--- src/rtl/rpa_pkg.sv ---
// ----------------------------------------------------------------------------
// rpa_pkg - shared definitions for the ratiometric pressure averager
// Widths, register indexes, divider select codes and controller handshakes.
// ----------------------------------------------------------------------------
`timescale 1ns / 1ps

package rpa_pkg;

  localparam int RPA_WINDOW  = 16;
  localparam int SAMPLE_W    = 12;
  localparam int RATIO_FRAC  = 16;
  localparam int RATIO_DVD_W = SAMPLE_W + RATIO_FRAC;

  // configuration port
  localparam int CFG_IDX_W  = 2;
  localparam int CFG_DATA_W = 20;

  localparam logic [CFG_IDX_W-1:0] CFG_ZERO_OFFSET = 2'd0;
  localparam logic [CFG_IDX_W-1:0] CFG_KPA_GAIN    = 2'd1;
  localparam logic [CFG_IDX_W-1:0] CFG_ADC_REF     = 2'd2;

  localparam logic [11:0] ADC_REF_RST = 12'd3270;

  // 0.1450377377 in Q24
  localparam logic signed [22:0] PSI_PER_KPA_Q24 = 23'sd2433329;

  // divider operand select
  localparam logic [1:0] DIV_SEL_P = 2'd0;
  localparam logic [1:0] DIV_SEL_V = 2'd1;
  localparam logic [1:0] DIV_SEL_R = 2'd2;

  typedef struct packed {
    logic       load_in;
    logic       update;
    logic       div_start;
    logic [1:0] div_sel;
    logic       cap_p;
    logic       cap_v;
    logic       cap_zero;
    logic       cap_chk;
    logic       cap_r;
    logic       mul1;
    logic       mul2;
    logic       out_load;
  } rpa_cmd_t;

  typedef struct packed {
    logic cnt_zero;
    logic ratio_ok;
    logic div_busy;
    logic out_full;
  } rpa_stat_t;

endpackage

--- src/rtl/rpa_if.sv ---
// ----------------------------------------------------------------------------
// rpa_if - request channels of the ratiometric pressure averager
// Sample channel in, result channel out; valid/ready handshake.
// ----------------------------------------------------------------------------
`timescale 1ns / 1ps

interface rpa_in_if import rpa_pkg::*; ();
  logic                valid;
  logic                ready;
  logic [SAMPLE_W-1:0] pressure_raw;
  logic [SAMPLE_W-1:0] supply_raw;

  modport source (output valid, output pressure_raw, output supply_raw, input ready);
  modport sink   (input valid, input pressure_raw, input supply_raw, output ready);
endinterface

interface rpa_out_if import rpa_pkg::*; ();
  logic               valid;
  logic               ready;
  logic signed [15:0] kpa_q4;
  logic signed [15:0] psi_q4;
  logic        [15:0] supply_mv;
  logic               result_valid;

  modport source (output valid, output kpa_q4, output psi_q4, output supply_mv,
                  output result_valid, input ready);
  modport sink   (input valid, input kpa_q4, input psi_q4, input supply_mv,
                  input result_valid, output ready);
endinterface

--- src/rtl/rpa_div.sv ---
// ----------------------------------------------------------------------------
// rpa_div - restoring bit-serial divider
// One quotient bit per cycle; dividend is left-aligned, step count is loaded.
// ----------------------------------------------------------------------------
`timescale 1ns / 1ps

module rpa_div import rpa_pkg::*; #(
  parameter int DVD_W = RATIO_DVD_W,
  parameter int DSR_W = 17
) (
  input  logic                       clk,
  input  logic                       rst_n,
  input  logic                       start,
  input  logic [DVD_W-1:0]           dividend,
  input  logic [DSR_W-1:0]           divisor,
  input  logic [$clog2(DVD_W+1)-1:0] steps,
  output logic                       busy,
  output logic [DVD_W-1:0]           quotient
);

  localparam int STEP_W = $clog2(DVD_W + 1);

  logic [DSR_W-1:0] rem_r;
  logic [DVD_W-1:0] quo_r;
  logic [DSR_W-1:0] dsr_r;
  logic [STEP_W-1:0] left_r;
  logic             busy_r;

  logic [DSR_W:0]   shifted;
  logic [DSR_W:0]   trial;
  logic             ge;

  always_comb begin
    shifted = {rem_r, quo_r[DVD_W-1]};
    trial   = shifted - {1'b0, dsr_r};
    ge      = (shifted >= {1'b0, dsr_r});
  end

  always_ff @(posedge clk) begin
    if (!rst_n) begin
      busy_r <= 1'b0;
      left_r <= '0;
    end else if (start) begin
      busy_r <= 1'b1;
      left_r <= steps;
    end else if (busy_r) begin
      left_r <= left_r - STEP_W'(1);
      if (left_r == STEP_W'(1)) begin
        busy_r <= 1'b0;
      end
    end
  end

  always_ff @(posedge clk) begin
    if (start) begin
      rem_r <= '0;
      quo_r <= dividend;
      dsr_r <= divisor;
    end else if (busy_r) begin
      rem_r <= ge ? trial[DSR_W-1:0] : shifted[DSR_W-1:0];
      quo_r <= {quo_r[DVD_W-2:0], ge};
    end
  end

  assign busy     = busy_r;
  assign quotient = quo_r;

endmodule

--- src/rtl/rpa_dp.sv ---
// ----------------------------------------------------------------------------
// rpa_dp - datapath of the ratiometric pressure averager
// Sample rings, running sums, shared divider, scaling multipliers, result reg.
// ----------------------------------------------------------------------------
`timescale 1ns / 1ps

module rpa_dp import rpa_pkg::*; #(
  parameter int WINDOW = RPA_WINDOW
) (
  input  logic                  clk,
  input  logic                  rst_n,
  input  logic                  cfg_we,
  input  logic [CFG_IDX_W-1:0]  cfg_index,
  input  logic [CFG_DATA_W-1:0] cfg_data,
  input  logic [SAMPLE_W-1:0]   in_pressure_raw,
  input  logic [SAMPLE_W-1:0]   in_supply_raw,
  input  logic                  out_ready,
  output logic                  out_valid,
  output logic signed [15:0]    out_kpa_q4,
  output logic signed [15:0]    out_psi_q4,
  output logic [15:0]           out_supply_mv,
  output logic                  out_result_valid,
  input  rpa_cmd_t              cmd,
  output rpa_stat_t             stat
);

  localparam int SUM_W  = $clog2(WINDOW * ((1 << SAMPLE_W) - 1) + 1);
  localparam int CNT_W  = $clog2(WINDOW + 1);
  localparam int IDX_W  = (WINDOW > 1) ? $clog2(WINDOW) : 1;
  localparam int DSR_W  = SUM_W + 1;
  localparam int STEP_W = $clog2(RATIO_DVD_W + 1);
  localparam int MVP_W  = (SUM_W + 14 > 29) ? SUM_W + 14 : 29;
  localparam int DIFF_W = RATIO_DVD_W + 1;
  localparam int P1_W   = DIFF_W + CFG_DATA_W + 1;
  localparam int KPA_W  = P1_W - 20;
  localparam int P2_W   = KPA_W + 23;
  localparam int PSI_W  = P2_W - 24;

  function automatic logic signed [15:0] sat16s(input logic signed [31:0] x);
    if (x > 32'sd32767) begin
      return 16'sh7FFF;
    end else if (x < -32'sd32768) begin
      return -16'sh8000;
    end else begin
      return x[15:0];
    end
  endfunction

  // configuration registers
  logic [15:0]          zero_off_r;
  logic [CFG_DATA_W-1:0] kpa_gain_r;
  logic [11:0]          adc_ref_r;

  always_ff @(posedge clk) begin
    if (!rst_n) begin
      zero_off_r <= '0;
      kpa_gain_r <= '0;
      adc_ref_r  <= ADC_REF_RST;
    end else if (cfg_we) begin
      case (cfg_index)
        CFG_ZERO_OFFSET: zero_off_r <= cfg_data[15:0];
        CFG_KPA_GAIN:    kpa_gain_r <= cfg_data;
        CFG_ADC_REF:     adc_ref_r  <= cfg_data[11:0];
        default: ;
      endcase
    end
  end

  // incoming sample
  logic [SAMPLE_W-1:0] p_new_r;
  logic [SAMPLE_W-1:0] v_new_r;

  always_ff @(posedge clk) begin
    if (cmd.load_in) begin
      p_new_r <= in_pressure_raw;
      v_new_r <= in_supply_raw;
    end
  end

  // sample rings: pressure in the upper half, supply in the lower half
  logic [2*SAMPLE_W-1:0] ring_mem [WINDOW];
  logic [2*SAMPLE_W-1:0] ring_rd_r;
  logic [WINDOW-1:0]     entry_vld_r;
  logic [IDX_W-1:0]      slot_r;

  always_ff @(posedge clk) begin
    if (cmd.update) begin
      ring_mem[slot_r] <= {p_new_r, v_new_r};
    end
    ring_rd_r <= ring_mem[slot_r];
  end

  logic [SAMPLE_W-1:0] p_old;
  logic [SAMPLE_W-1:0] v_old;

  assign p_old = entry_vld_r[slot_r] ? ring_rd_r[2*SAMPLE_W-1:SAMPLE_W] : '0;
  assign v_old = entry_vld_r[slot_r] ? ring_rd_r[SAMPLE_W-1:0] : '0;

  logic [SUM_W-1:0] psum_r;
  logic [SUM_W-1:0] vsum_r;
  logic [CNT_W-1:0] cnt_r;

  always_ff @(posedge clk) begin
    if (!rst_n) begin
      entry_vld_r <= '0;
      slot_r      <= '0;
      psum_r      <= '0;
      vsum_r      <= '0;
      cnt_r       <= '0;
    end else if (cmd.update) begin
      entry_vld_r[slot_r] <= 1'b1;
      slot_r <= (slot_r == IDX_W'(WINDOW - 1)) ? '0 : slot_r + IDX_W'(1);
      psum_r <= psum_r - SUM_W'(p_old) + SUM_W'(p_new_r);
      vsum_r <= vsum_r - SUM_W'(v_old) + SUM_W'(v_new_r);
      cnt_r  <= cnt_r - CNT_W'(p_old != '0) + CNT_W'(p_new_r != '0);
    end
  end

  // shared divider
  logic [RATIO_DVD_W-1:0] p_avg_shift;
  logic [RATIO_DVD_W-1:0] div_dvd;
  logic [DSR_W-1:0]       div_dsr;
  logic [STEP_W-1:0]      div_steps;
  logic                   div_busy;
  logic [RATIO_DVD_W-1:0] div_quo;

  logic [SAMPLE_W-1:0]    p_avg_r;
  logic [SUM_W-1:0]       v_avg_r;

  assign p_avg_shift = {p_avg_r, {RATIO_FRAC{1'b0}}};

  always_comb begin
    case (cmd.div_sel)
      DIV_SEL_P: begin
        div_dvd   = RATIO_DVD_W'(psum_r) << (RATIO_DVD_W - SUM_W);
        div_dsr   = DSR_W'(cnt_r);
        div_steps = STEP_W'(SUM_W);
      end
      DIV_SEL_V: begin
        div_dvd   = RATIO_DVD_W'(vsum_r) << (RATIO_DVD_W - SUM_W);
        div_dsr   = DSR_W'(cnt_r);
        div_steps = STEP_W'(SUM_W);
      end
      DIV_SEL_R: begin
        div_dvd   = p_avg_shift;
        div_dsr   = {v_avg_r, 1'b0};
        div_steps = STEP_W'(RATIO_DVD_W);
      end
      default: begin
        div_dvd   = '0;
        div_dsr   = '0;
        div_steps = STEP_W'(1);
      end
    endcase
  end

  rpa_div #(
    .DVD_W (RATIO_DVD_W),
    .DSR_W (DSR_W)
  ) u_div (
    .clk      (clk),
    .rst_n    (rst_n),
    .start    (cmd.div_start),
    .dividend (div_dvd),
    .divisor  (div_dsr),
    .steps    (div_steps),
    .busy     (div_busy),
    .quotient (div_quo)
  );

  // averages and ratio
  logic                   valid_r;
  logic [RATIO_DVD_W-1:0] ratio_r;
  logic                   ratio_ok;

  assign ratio_ok = (cnt_r != '0) && (v_avg_r != '0);

  always_ff @(posedge clk) begin
    if (cmd.cap_zero) begin
      p_avg_r <= '0;
      v_avg_r <= vsum_r;
    end
    if (cmd.cap_p) begin
      p_avg_r <= div_quo[SAMPLE_W-1:0];
    end
    if (cmd.cap_v) begin
      v_avg_r <= div_quo[SUM_W-1:0];
    end
    if (cmd.cap_chk) begin
      valid_r <= ratio_ok;
    end
    if (cmd.cap_r) begin
      ratio_r <= div_quo;
    end
  end

  // scaling: Q16 ratio times Q8 gain down to Q4, then psi factor; supply in mV
  logic signed [DIFF_W-1:0]       diff;
  logic signed [CFG_DATA_W:0]     gain_s;
  logic signed [P1_W-1:0]         prod1_r;
  logic signed [KPA_W-1:0]        kpa_full_r;
  logic signed [P2_W-1:0]         prod2_r;
  logic [SUM_W+1:0]               v3_r;
  logic [MVP_W-1:0]               mvp_r;

  assign diff   = $signed({1'b0, ratio_r}) - $signed({{(DIFF_W-16){1'b0}}, zero_off_r});
  assign gain_s = $signed({1'b0, kpa_gain_r});

  always_ff @(posedge clk) begin
    if (cmd.mul1) begin
      prod1_r <= diff * gain_s;
      v3_r    <= (SUM_W+2)'({v_avg_r, 1'b0}) + (SUM_W+2)'(v_avg_r);
    end
    if (cmd.mul2) begin
      kpa_full_r <= $signed(prod1_r[P1_W-1:20]);
      prod2_r    <= $signed(prod1_r[P1_W-1:20]) * PSI_PER_KPA_Q24;
      mvp_r      <= MVP_W'(v3_r) * MVP_W'(adc_ref_r);
    end
  end

  logic signed [PSI_W-1:0] psi_full;
  logic [15:0]             mv_sat;

  assign psi_full = $signed(prod2_r[P2_W-1:24]);
  assign mv_sat   = ((mvp_r >> 28) != '0) ? 16'hFFFF : mvp_r[27:12];

  // result register
  logic               out_valid_r;
  logic signed [15:0] kpa_out_r;
  logic signed [15:0] psi_out_r;
  logic [15:0]        mv_out_r;
  logic               rv_out_r;

  always_ff @(posedge clk) begin
    if (!rst_n) begin
      out_valid_r <= 1'b0;
    end else if (cmd.out_load) begin
      out_valid_r <= 1'b1;
    end else if (out_ready) begin
      out_valid_r <= 1'b0;
    end
  end

  always_ff @(posedge clk) begin
    if (cmd.out_load) begin
      kpa_out_r <= valid_r ? sat16s(32'(kpa_full_r)) : '0;
      psi_out_r <= valid_r ? sat16s(32'(psi_full)) : '0;
      mv_out_r  <= mv_sat;
      rv_out_r  <= valid_r;
    end
  end

  assign out_valid        = out_valid_r;
  assign out_kpa_q4       = kpa_out_r;
  assign out_psi_q4       = psi_out_r;
  assign out_supply_mv    = mv_out_r;
  assign out_result_valid = rv_out_r;

  assign stat.cnt_zero = (cnt_r == '0);
  assign stat.ratio_ok = ratio_ok;
  assign stat.div_busy = div_busy;
  assign stat.out_full = out_valid_r;

`ifndef NO_ASSERTIONS
  a_cnt_range: assert property (@(posedge clk) disable iff (!rst_n)
    cnt_r <= CNT_W'(WINDOW))
    else $error("nonzero count exceeds window");

  a_sum_zero: assert property (@(posedge clk) disable iff (!rst_n)
    (cnt_r == '0) |-> (psum_r == '0))
    else $error("pressure sum nonzero with no nonzero entries");

  a_cnt_zero: assert property (@(posedge clk) disable iff (!rst_n)
    (psum_r == '0) |-> (cnt_r == '0))
    else $error("nonzero entries with zero pressure sum");

  a_div_idle: assert property (@(posedge clk) disable iff (!rst_n)
    cmd.div_start |-> !div_busy)
    else $error("divider started while busy");

  a_out_free: assert property (@(posedge clk) disable iff (!rst_n)
    cmd.out_load |-> !out_valid_r)
    else $error("result register overwritten");
`endif

endmodule

--- src/rtl/rpa_ctrl.sv ---
// ----------------------------------------------------------------------------
// rpa_ctrl - sequencer of the ratiometric pressure averager
// Steps one request through ring update, divisions, scaling and result load.
// ----------------------------------------------------------------------------
`timescale 1ns / 1ps

module rpa_ctrl import rpa_pkg::*; (
  input  logic      clk,
  input  logic      rst_n,
  input  logic      in_valid,
  output logic      in_ready,
  input  rpa_stat_t stat,
  output rpa_cmd_t  cmd
);

  localparam logic [3:0] ST_IDLE   = 4'd0;
  localparam logic [3:0] ST_UPDATE = 4'd1;
  localparam logic [3:0] ST_AVG    = 4'd2;
  localparam logic [3:0] ST_WAIT_P = 4'd3;
  localparam logic [3:0] ST_WAIT_V = 4'd4;
  localparam logic [3:0] ST_CHECK  = 4'd5;
  localparam logic [3:0] ST_WAIT_R = 4'd6;
  localparam logic [3:0] ST_MUL1   = 4'd7;
  localparam logic [3:0] ST_MUL2   = 4'd8;
  localparam logic [3:0] ST_FINISH = 4'd9;

  logic [3:0] state_r;
  logic [3:0] state_nxt;

  assign in_ready = (state_r == ST_IDLE);

  always_comb begin
    cmd       = '0;
    state_nxt = state_r;
    case (state_r)
      ST_IDLE: begin
        if (in_valid) begin
          cmd.load_in = 1'b1;
          state_nxt   = ST_UPDATE;
        end
      end
      ST_UPDATE: begin
        cmd.update = 1'b1;
        state_nxt  = ST_AVG;
      end
      ST_AVG: begin
        if (stat.cnt_zero) begin
          cmd.cap_zero = 1'b1;
          state_nxt    = ST_CHECK;
        end else begin
          cmd.div_start = 1'b1;
          cmd.div_sel   = DIV_SEL_P;
          state_nxt     = ST_WAIT_P;
        end
      end
      ST_WAIT_P: begin
        if (!stat.div_busy) begin
          cmd.cap_p     = 1'b1;
          cmd.div_start = 1'b1;
          cmd.div_sel   = DIV_SEL_V;
          state_nxt     = ST_WAIT_V;
        end
      end
      ST_WAIT_V: begin
        cmd.div_sel = DIV_SEL_V;
        if (!stat.div_busy) begin
          cmd.cap_v = 1'b1;
          state_nxt = ST_CHECK;
        end
      end
      ST_CHECK: begin
        cmd.cap_chk = 1'b1;
        if (stat.ratio_ok) begin
          cmd.div_start = 1'b1;
          cmd.div_sel   = DIV_SEL_R;
          state_nxt     = ST_WAIT_R;
        end else begin
          state_nxt = ST_MUL1;
        end
      end
      ST_WAIT_R: begin
        cmd.div_sel = DIV_SEL_R;
        if (!stat.div_busy) begin
          cmd.cap_r = 1'b1;
          state_nxt = ST_MUL1;
        end
      end
      ST_MUL1: begin
        cmd.mul1  = 1'b1;
        state_nxt = ST_MUL2;
      end
      ST_MUL2: begin
        cmd.mul2  = 1'b1;
        state_nxt = ST_FINISH;
      end
      ST_FINISH: begin
        if (!stat.out_full) begin
          cmd.out_load = 1'b1;
          state_nxt    = ST_IDLE;
        end
      end
      default: begin
        state_nxt = ST_IDLE;
      end
    endcase
  end

  always_ff @(posedge clk) begin
    if (!rst_n) begin
      state_r <= ST_IDLE;
    end else begin
      state_r <= state_nxt;
    end
  end

endmodule

--- src/rtl/ratiometric_pressure_averager.sv ---
// ----------------------------------------------------------------------------
// ratiometric_pressure_averager - windowed ratiometric pressure conversion
// Conversion time is set by the bit-serial divider, which forms both averages
//   and the ratio; no division runs when no nonzero pressure is held.
// A new request is taken only once the previous one has loaded its result,
//   also while that result still waits. Synchronous reset empties the rings,
//   clears sums and count, and loads the configuration reset values.
// ----------------------------------------------------------------------------
`timescale 1ns / 1ps

module ratiometric_pressure_averager import rpa_pkg::*; #(
  parameter int WINDOW = RPA_WINDOW
) (
  input  logic                  clk,
  input  logic                  rst_n,
  input  logic                  cfg_we,
  input  logic [CFG_IDX_W-1:0]  cfg_index,
  input  logic [CFG_DATA_W-1:0] cfg_data,
  rpa_in_if.sink                in_ch,
  rpa_out_if.source             out_ch
);

  // Controller sequences; datapath holds rings, sums, divider and result reg.
  rpa_cmd_t  cmd;
  rpa_stat_t stat;

  rpa_ctrl u_ctrl (
    .clk      (clk),
    .rst_n    (rst_n),
    .in_valid (in_ch.valid),
    .in_ready (in_ch.ready),
    .stat     (stat),
    .cmd      (cmd)
  );

  // Each request: read old ring entry, update sums and count, divide for the
  // two averages (skipped when the count is zero), divide for the Q16 ratio
  // when valid, scale through two registered multiplies, load the result.
  rpa_dp #(
    .WINDOW (WINDOW)
  ) u_dp (
    .clk              (clk),
    .rst_n            (rst_n),
    .cfg_we           (cfg_we),
    .cfg_index        (cfg_index),
    .cfg_data         (cfg_data),
    .in_pressure_raw  (in_ch.pressure_raw),
    .in_supply_raw    (in_ch.supply_raw),
    .out_ready        (out_ch.ready),
    .out_valid        (out_ch.valid),
    .out_kpa_q4       (out_ch.kpa_q4),
    .out_psi_q4       (out_ch.psi_q4),
    .out_supply_mv    (out_ch.supply_mv),
    .out_result_valid (out_ch.result_valid),
    .cmd              (cmd),
    .stat             (stat)
  );

endmodule

--- src/flat_wrapper.sv ---
// flat-port wrapper written by rule: the top's interface ports become plain ports
module ratiometric_pressure_averager_flat import rpa_pkg::*;
#(
  parameter int WINDOW = RPA_WINDOW
)
  (clk, rst_n, cfg_we, cfg_index, cfg_data, in_ch_valid, in_ch_pressure_raw, in_ch_supply_raw, in_ch_ready, out_ch_valid, out_ch_kpa_q4, out_ch_psi_q4, out_ch_supply_mv, out_ch_result_valid, out_ch_ready);
  rpa_in_if in_ch_i ();
  rpa_out_if out_ch_i ();
  input  logic clk;
  input  logic rst_n;
  input  logic cfg_we;
  input  logic [CFG_IDX_W-1:0] cfg_index;
  input  logic [CFG_DATA_W-1:0] cfg_data;
  input wire logic [$bits(in_ch_i.valid)-1:0] in_ch_valid;
  input wire logic [$bits(in_ch_i.pressure_raw)-1:0] in_ch_pressure_raw;
  input wire logic [$bits(in_ch_i.supply_raw)-1:0] in_ch_supply_raw;
  output wire logic [$bits(in_ch_i.ready)-1:0] in_ch_ready;
  output wire logic [$bits(out_ch_i.valid)-1:0] out_ch_valid;
  output wire logic [$bits(out_ch_i.kpa_q4)-1:0] out_ch_kpa_q4;
  output wire logic [$bits(out_ch_i.psi_q4)-1:0] out_ch_psi_q4;
  output wire logic [$bits(out_ch_i.supply_mv)-1:0] out_ch_supply_mv;
  output wire logic [$bits(out_ch_i.result_valid)-1:0] out_ch_result_valid;
  input wire logic [$bits(out_ch_i.ready)-1:0] out_ch_ready;
  assign in_ch_i.valid = in_ch_valid;
  assign in_ch_i.pressure_raw = in_ch_pressure_raw;
  assign in_ch_i.supply_raw = in_ch_supply_raw;
  assign in_ch_ready = in_ch_i.ready;
  assign out_ch_valid = out_ch_i.valid;
  assign out_ch_kpa_q4 = out_ch_i.kpa_q4;
  assign out_ch_psi_q4 = out_ch_i.psi_q4;
  assign out_ch_supply_mv = out_ch_i.supply_mv;
  assign out_ch_result_valid = out_ch_i.result_valid;
  assign out_ch_i.ready = out_ch_ready;
  ratiometric_pressure_averager #(.WINDOW(WINDOW)) u_core (.clk(clk), .rst_n(rst_n), .cfg_we(cfg_we), .cfg_index(cfg_index), .cfg_data(cfg_data), .in_ch(in_ch_i), .out_ch(out_ch_i));
endmodule
--- config.mk ---
export PLATFORM = sky130hd
export DESIGN_NAME = ratiometric_pressure_averager_flat
export DESIGN_NICKNAME = d
export VERILOG_FILES = /design/src/rtl/rpa_pkg.sv /design/src/rtl/rpa_if.sv /design/src/rtl/rpa_div.sv /design/src/rtl/rpa_dp.sv /design/src/rtl/rpa_ctrl.sv /design/src/rtl/ratiometric_pressure_averager.sv /design/src/flat_wrapper.sv
export SDC_FILE = /design/constraint.sdc
export NUM_CORES = 2
export LEC_CHECK = 0
export BUFFER_PORTS_ARGS = -buffer_cell sky130_fd_sc_hd__clkbuf_2
export CORE_ASPECT_RATIO = 0.75
export CORE_MARGIN = 5
export CORE_UTILIZATION = 45
export CTS_CLUSTER_SIZE = 14
export DETAILED_ROUTE_END_ITERATION = 10
export SKIP_LAST_GASP = 1
export SLEW_MARGIN = 10
export SYNTH_ARGS = -nofsm -noshare
export SYNTH_HDL_FRONTEND = slang
export SYNTH_SLANG_ARGS = --single-unit
export TNS_END_PERCENT = 1
--- constraint.sdc ---
create_clock -name clk -period 19.2 [get_ports clk]
set_input_delay 3.84 -clock clk [delete_from_list [all_inputs] [get_ports clk]]
set_output_delay 3.84 -clock clk [all_outputs]
set_load 0.03 [all_outputs]
==> impl_metrics.xml <==
<?xml version="1.0" encoding="UTF-8"?>
<metrics>
  <group name="critical_path">
    <metric name="worst_setup_path_startpoint" unit="">u_core.u_dp.ratio_r[1]</metric>
    <metric name="r2r_setup_slack" unit="ps">8970</metric>
    <metric name="critical_path.reg2reg.startpoint" unit="">u_core.u_dp.ratio_r[1]</metric>
    <metric name="timing.critical_path.slowest_cell_delay" unit="ps">690</metric>
    <metric name="worst-setup-path-type" unit="">reg2reg</metric>
    <metric name="timing.critical_path.slowest_stage_cell" unit="">o31a_1</metric>
    <metric name="critPathRequiredTime" unit="ps">19620</metric>
    <metric name="critical_path_arrival" unit="ps">10650</metric>
    <metric name="path_max_fanout" unit="">20</metric>
    <metric name="worstReg2RegEnd" unit="">u_core.u_dp.prod1_r[36]</metric>
    <metric name="critical_path_sink_type" unit="">flip-flop</metric>
    <metric name="cp-start-kind" unit="">flip-flop</metric>
    <metric name="timing.critical_path.to" unit="">u_core.u_dp.prod1_r[36]</metric>
    <metric name="ff2ff_path_depth" unit="">37</metric>
    <metric name="cell_repeated_most_along_the_worst_path" unit="">fa_1</metric>
  </group>
  <group name="cells_and_area">
    <metric name="multi_input_comb_area" unit="mm2">0.0422</metric>
    <metric name="area.growth.synth_to_final" unit="%">8.40</metric>
    <metric name="antenna_cells" unit="">0</metric>
    <metric name="area.sequential" unit="mm2">0.0237</metric>
    <metric name="fillCellCount" unit="">14200</metric>
    <metric name="count_of_nets_after_finishing" unit="">7872</metric>
    <metric name="stdcell_area" unit="mm2">0.0772</metric>
    <metric name="final_cell_count_no_fill" unit="">8538</metric>
    <metric name="share_of_cells_above_drive_strength_1" unit="">0.0823</metric>
  </group>
  <group name="clock_network">
    <metric name="cts_resized" unit="">0</metric>
    <metric name="cts_setup_buffers" unit="">0</metric>
    <metric name="clock_sinks" unit="">841</metric>
    <metric name="skew_pair_late_insertion_delay" unit="ps">710</metric>
    <metric name="cts_bufs_inserted" unit="">88</metric>
    <metric name="tritoncts" unit="">built</metric>
    <metric name="clockRootBuffer" unit="">clkbuf_16</metric>
    <metric name="post_cts_hold_fix_bufs" unit="">0</metric>
    <metric name="cts_htree_levels" unit="">3</metric>
    <metric name="cts.reportedPaths.clkPinSlew" unit="ps">60</metric>
    <metric name="clockBufferDepth" unit="">3</metric>
  </group>
  <group name="sta">
    <metric name="endpoints_failing_setup" unit="">0</metric>
    <metric name="setup_repair_after_global_routing_missed_its_margin" unit="">no</metric>
    <metric name="max_slew_margin" unit="">0.217</metric>
    <metric name="fmax" unit="MHz">97.8</metric>
    <metric name="timing_hold_violations_final" unit="">0</metric>
    <metric name="timing.final.crit_period" unit="ps">10230</metric>
    <metric name="worst_pin_slew" unit="ps">1170</metric>
    <metric name="hold-worst-slack" unit="ps">457</metric>
    <metric name="setup_tns" unit="ps">0</metric>
    <metric name="total_count_of_max_transition_violations_in_the_final_report" unit="">0</metric>
    <metric name="skew" unit="ps">50.8</metric>
    <metric name="fin_crit_sh" unit="">0.533</metric>
  </group>
  <group name="die">
    <metric name="die_w" unit="um">469</metric>
    <metric name="die_area" unit="mm2">0.166</metric>
    <metric name="rows" unit="">126</metric>
    <metric name="dieHeight" unit="um">355</metric>
    <metric name="ios" unit="">102</metric>
    <metric name="starting_density" unit="">0.453</metric>
    <metric name="core-area" unit="mm2">0.157</metric>
  </group>
  <group name="job">
    <metric name="max-cap-violations" unit="">0</metric>
  </group>
  <group name="routing">
    <metric name="detail_route.wirelength.met1" unit="um">81500</metric>
    <metric name="starting_drc_count_in_detailed_routing" unit="">3475</metric>
    <metric name="wl_met3" unit="um">11200</metric>
    <metric name="drt-total-wl" unit="um">171000</metric>
    <metric name="route.detailed.wl_per_inst" unit="um">20.1</metric>
    <metric name="num_vias" unit="">44500</metric>
    <metric name="drt_drc_violations_left" unit="">0</metric>
    <metric name="detail-route-antenna-nets" unit="">0</metric>
    <metric name="highest_layer" unit="">met4</metric>
    <metric name="firstDrtPassIters" unit="">5</metric>
    <metric name="via_per_inst" unit="">5.21</metric>
    <metric name="detailroute.wirelength.met2" unit="um">75300</metric>
  </group>
  <group name="logic_synthesis">
    <metric name="synth_area" unit="mm2">0.0712</metric>
    <metric name="post_synth_inst_count" unit="">6343</metric>
    <metric name="asyncSetResetFlopFracSynth" unit="">0</metric>
    <metric name="ys_seq_elements" unit="">841</metric>
    <metric name="synth_ff_type" unit="">edfxtp_1</metric>
    <metric name="synth_edf_count" unit="">684</metric>
    <metric name="synthesis.nets" unit="">7861</metric>
    <metric name="synth-warning-count" unit="">0</metric>
    <metric name="synth_seq_area_share" unit="">0.333</metric>
    <metric name="synth_cell_types" unit="">78</metric>
    <metric name="syn_avg_cell_area" unit="um2">11.2</metric>
  </group>
  <group name="power">
    <metric name="fin_total_pwr" unit="mW">7.31</metric>
    <metric name="total_leakage_power" unit="nW">33.8</metric>
    <metric name="irDropWorstVdd" unit="mV">0.0943</metric>
    <metric name="p_clk_frac" unit="">0.239</metric>
    <metric name="pwr-share-comb" unit="">0.409</metric>
    <metric name="power.internal" unit="mW">4.64</metric>
    <metric name="power_frac_seq" unit="">0.351</metric>
    <metric name="p_sw" unit="mW">2.68</metric>
    <metric name="power.switching_fraction" unit="">0.366</metric>
    <metric name="power.density_cell_area" unit="mW/mm2">94.7</metric>
  </group>
  <group name="global_route">
    <metric name="grt_use_total" unit="">0.209</metric>
    <metric name="grt_max_degree" unit="">69</metric>
    <metric name="grt_antenna_before_repair" unit="">5</metric>
    <metric name="grt_first_pass_wirelength" unit="um">274000</metric>
    <metric name="grt_overflow" unit="">0</metric>
    <metric name="first_global_vias" unit="">46700</metric>
  </group>
  <group name="placement">
    <metric name="placement.cell_area" unit="mm2">0.0742</metric>
    <metric name="routability_congestion_estimate" unit="">0.861</metric>
    <metric name="total_half_perimeter_wirelength_after_legalization_and_detailed_placement" unit="um">127000</metric>
    <metric name="dpl.cell_count" unit="">8376</metric>
    <metric name="numPortBuffers" unit="">101</metric>
  </group>
  <group name="status">
    <metric name="run_status" unit="">finished, final reports clean</metric>
  </group>
  <group name="hold_path">
    <metric name="min-delay-path-class" unit="">reg2reg</metric>
  </group>
</metrics>
[stage by stage]
step,util,setup WS [ps]
6_report,0.491,8970
5_1_grt,0.491,8210
4_1_cts,0.491,8990
3_5_place_dp,0.472,9050
3_3_place_gp,0.472,9160
2_1_floorplan,-,10070
[power groups by stage]
stage / clock network [mW] / registers, mW / logic [mW]
after global routing: 1.87 / 2.60 / 3.41
after detailed placement: 0 / 2.61 / 2.98
after global placement: 0 / 2.60 / 2.93
after floorplan: 0 / 2.47 / 2.34
final: 1.75 / 2.57 / 2.99
after CTS: 1.80 / 2.57 / 3.01
[placed cells by master (no fill, tap or decap), types with 13 or more instances in the layout]
cell	Yosys	routed
inv_1	1185	1185
fa_1	935	935
edfxtp_1	684	684
nand2_1	651	651
ha_1	532	532
and2_1	403	402
nor2_1	217	203
dfxtp_1	157	151
a21oi_1	149	145
o21ai_0	133	133
mux4_2	125	125
xnor2_1	122	118
nor2b_1	111	111
clkbuf_2	3	100
buf_4	0	95
clkbuf_16	0	88
a21boi_0	68	68
nand2b_1	60	60
xor2_1	60	60
o21a_1	45	45
a21o_1	41	41
nand3_1	36	36
nor3_1	41	36
mux2i_1	32	32
nand4_1	28	28
a31oi_1	28	28
or3_1	27	26
nor4_1	24	21
a211oi_1	16	15
clkbuf_1	246	15
a22oi_1	14	14
o211ai_1	13	13
[worst min path at each step]
stage / from / endpoint / slack, ps / depth (start not counted)
after floorplan: u_core.u_dp.u_div.quotient[16] / u_core.u_dp.ratio_r[16] / 430 / 0
final: u_core.u_dp.u_div.quotient[25] / u_core.u_dp.ratio_r[25] / 460 / 0
after detailed placement: u_core.u_dp.u_div.quotient[20] / u_core.u_dp.ratio_r[20] / 440 / 0
after CTS: u_core.u_dp.u_div.quotient[26] / u_core.u_dp.ratio_r[26] / 460 / 0
after global placement: u_core.u_dp.u_div.quotient[20] / u_core.u_dp.ratio_r[20] / 440 / 0
after global routing: u_core.u_dp.u_div.quotient[20] / u_core.u_dp.ratio_r[20] / 470 / 0
[synthesized netlist by cell type (45+ instances only)]
cell type  number  area (um2)
xnor2_1       122        1070
nand2_1       651        2440
edfxtp_1      684       20500
o21ai_0       133         666
and2_1        403        2520
xor2_1         60         526
a21oi_1       149         746
a21boi_0       68         510
nor2b_1       111         694
dfxtp_1       157        3140
nor2_1        217         815
inv_1        1185        4450
clkbuf_1      246         923
o21a_1         45         338
fa_1          935       18700
mux4_2        125        2820
nand2b_1       60         375
ha_1          532        6660
[cells by family (layout without fill, tap and decap cells)]
| family | count (synthesis) | in the layout | share of synthesized area |
|---|---|---|---|
| fa+ha+maj | 1468 | 1468 | 0.356 |
| mux | 164 | 164 | 0.0451 |
| simple gates | 1637 | 1637 | 0.113 |
| xor+xnor | 182 | 182 | 0.0224 |
| flops | 841 | 841 | 0.333 |
| buf+inv | 1459 | 1542 | 0.0772 |
| compound gates | 592 | 592 | 0.0536 |
[layout make-up]
type | instances | area share
clock buffer | 112 | 0.0309
clock inverter | 50 | 0.00784
inverter | 1185 | 0.0576
multi-input combinational | 4043 | 0.547
sequential | 841 | 0.307
tap | 2112 | 0.0342
timing repair buffer | 195 | 0.0157
[flip-flops by register name, indices dropped and copies added, names as in the netlist, 20 cells and up]
signal / count
u_core.u_dp.kpa_full_r: 30
u_core.u_dp.kpa_gain_r: 20
u_core.u_dp.prod1_r: 30
u_core.u_dp.prod2_r: 29
u_core.u_dp.ratio_r: 28
u_core.u_dp.ring_mem: 384
u_core.u_dp.ring_rd_r: 24
u_core.u_dp.u_div.quotient: 28
[worst max-delay path, delay by kind of cell, from the launching register on]
kind,cells,cell delay (ps)
adder cells (fa/ha/maj),9,4010
AND/OR/NAND/NOR,2,380
flip-flops,1,420
AO/OA/AOI/OAI,18,4560
XOR/XNOR,1,80
buffers and inverters,7,530
[layer usage]
metal,GRT usage,vias to the layer above
li1,-,20400
met1,0.315,22700
met2,0.320,1225
met3,0.0379,194
met4,0.0407,0
met5,0,-
(Power assumes the default switching activity.)
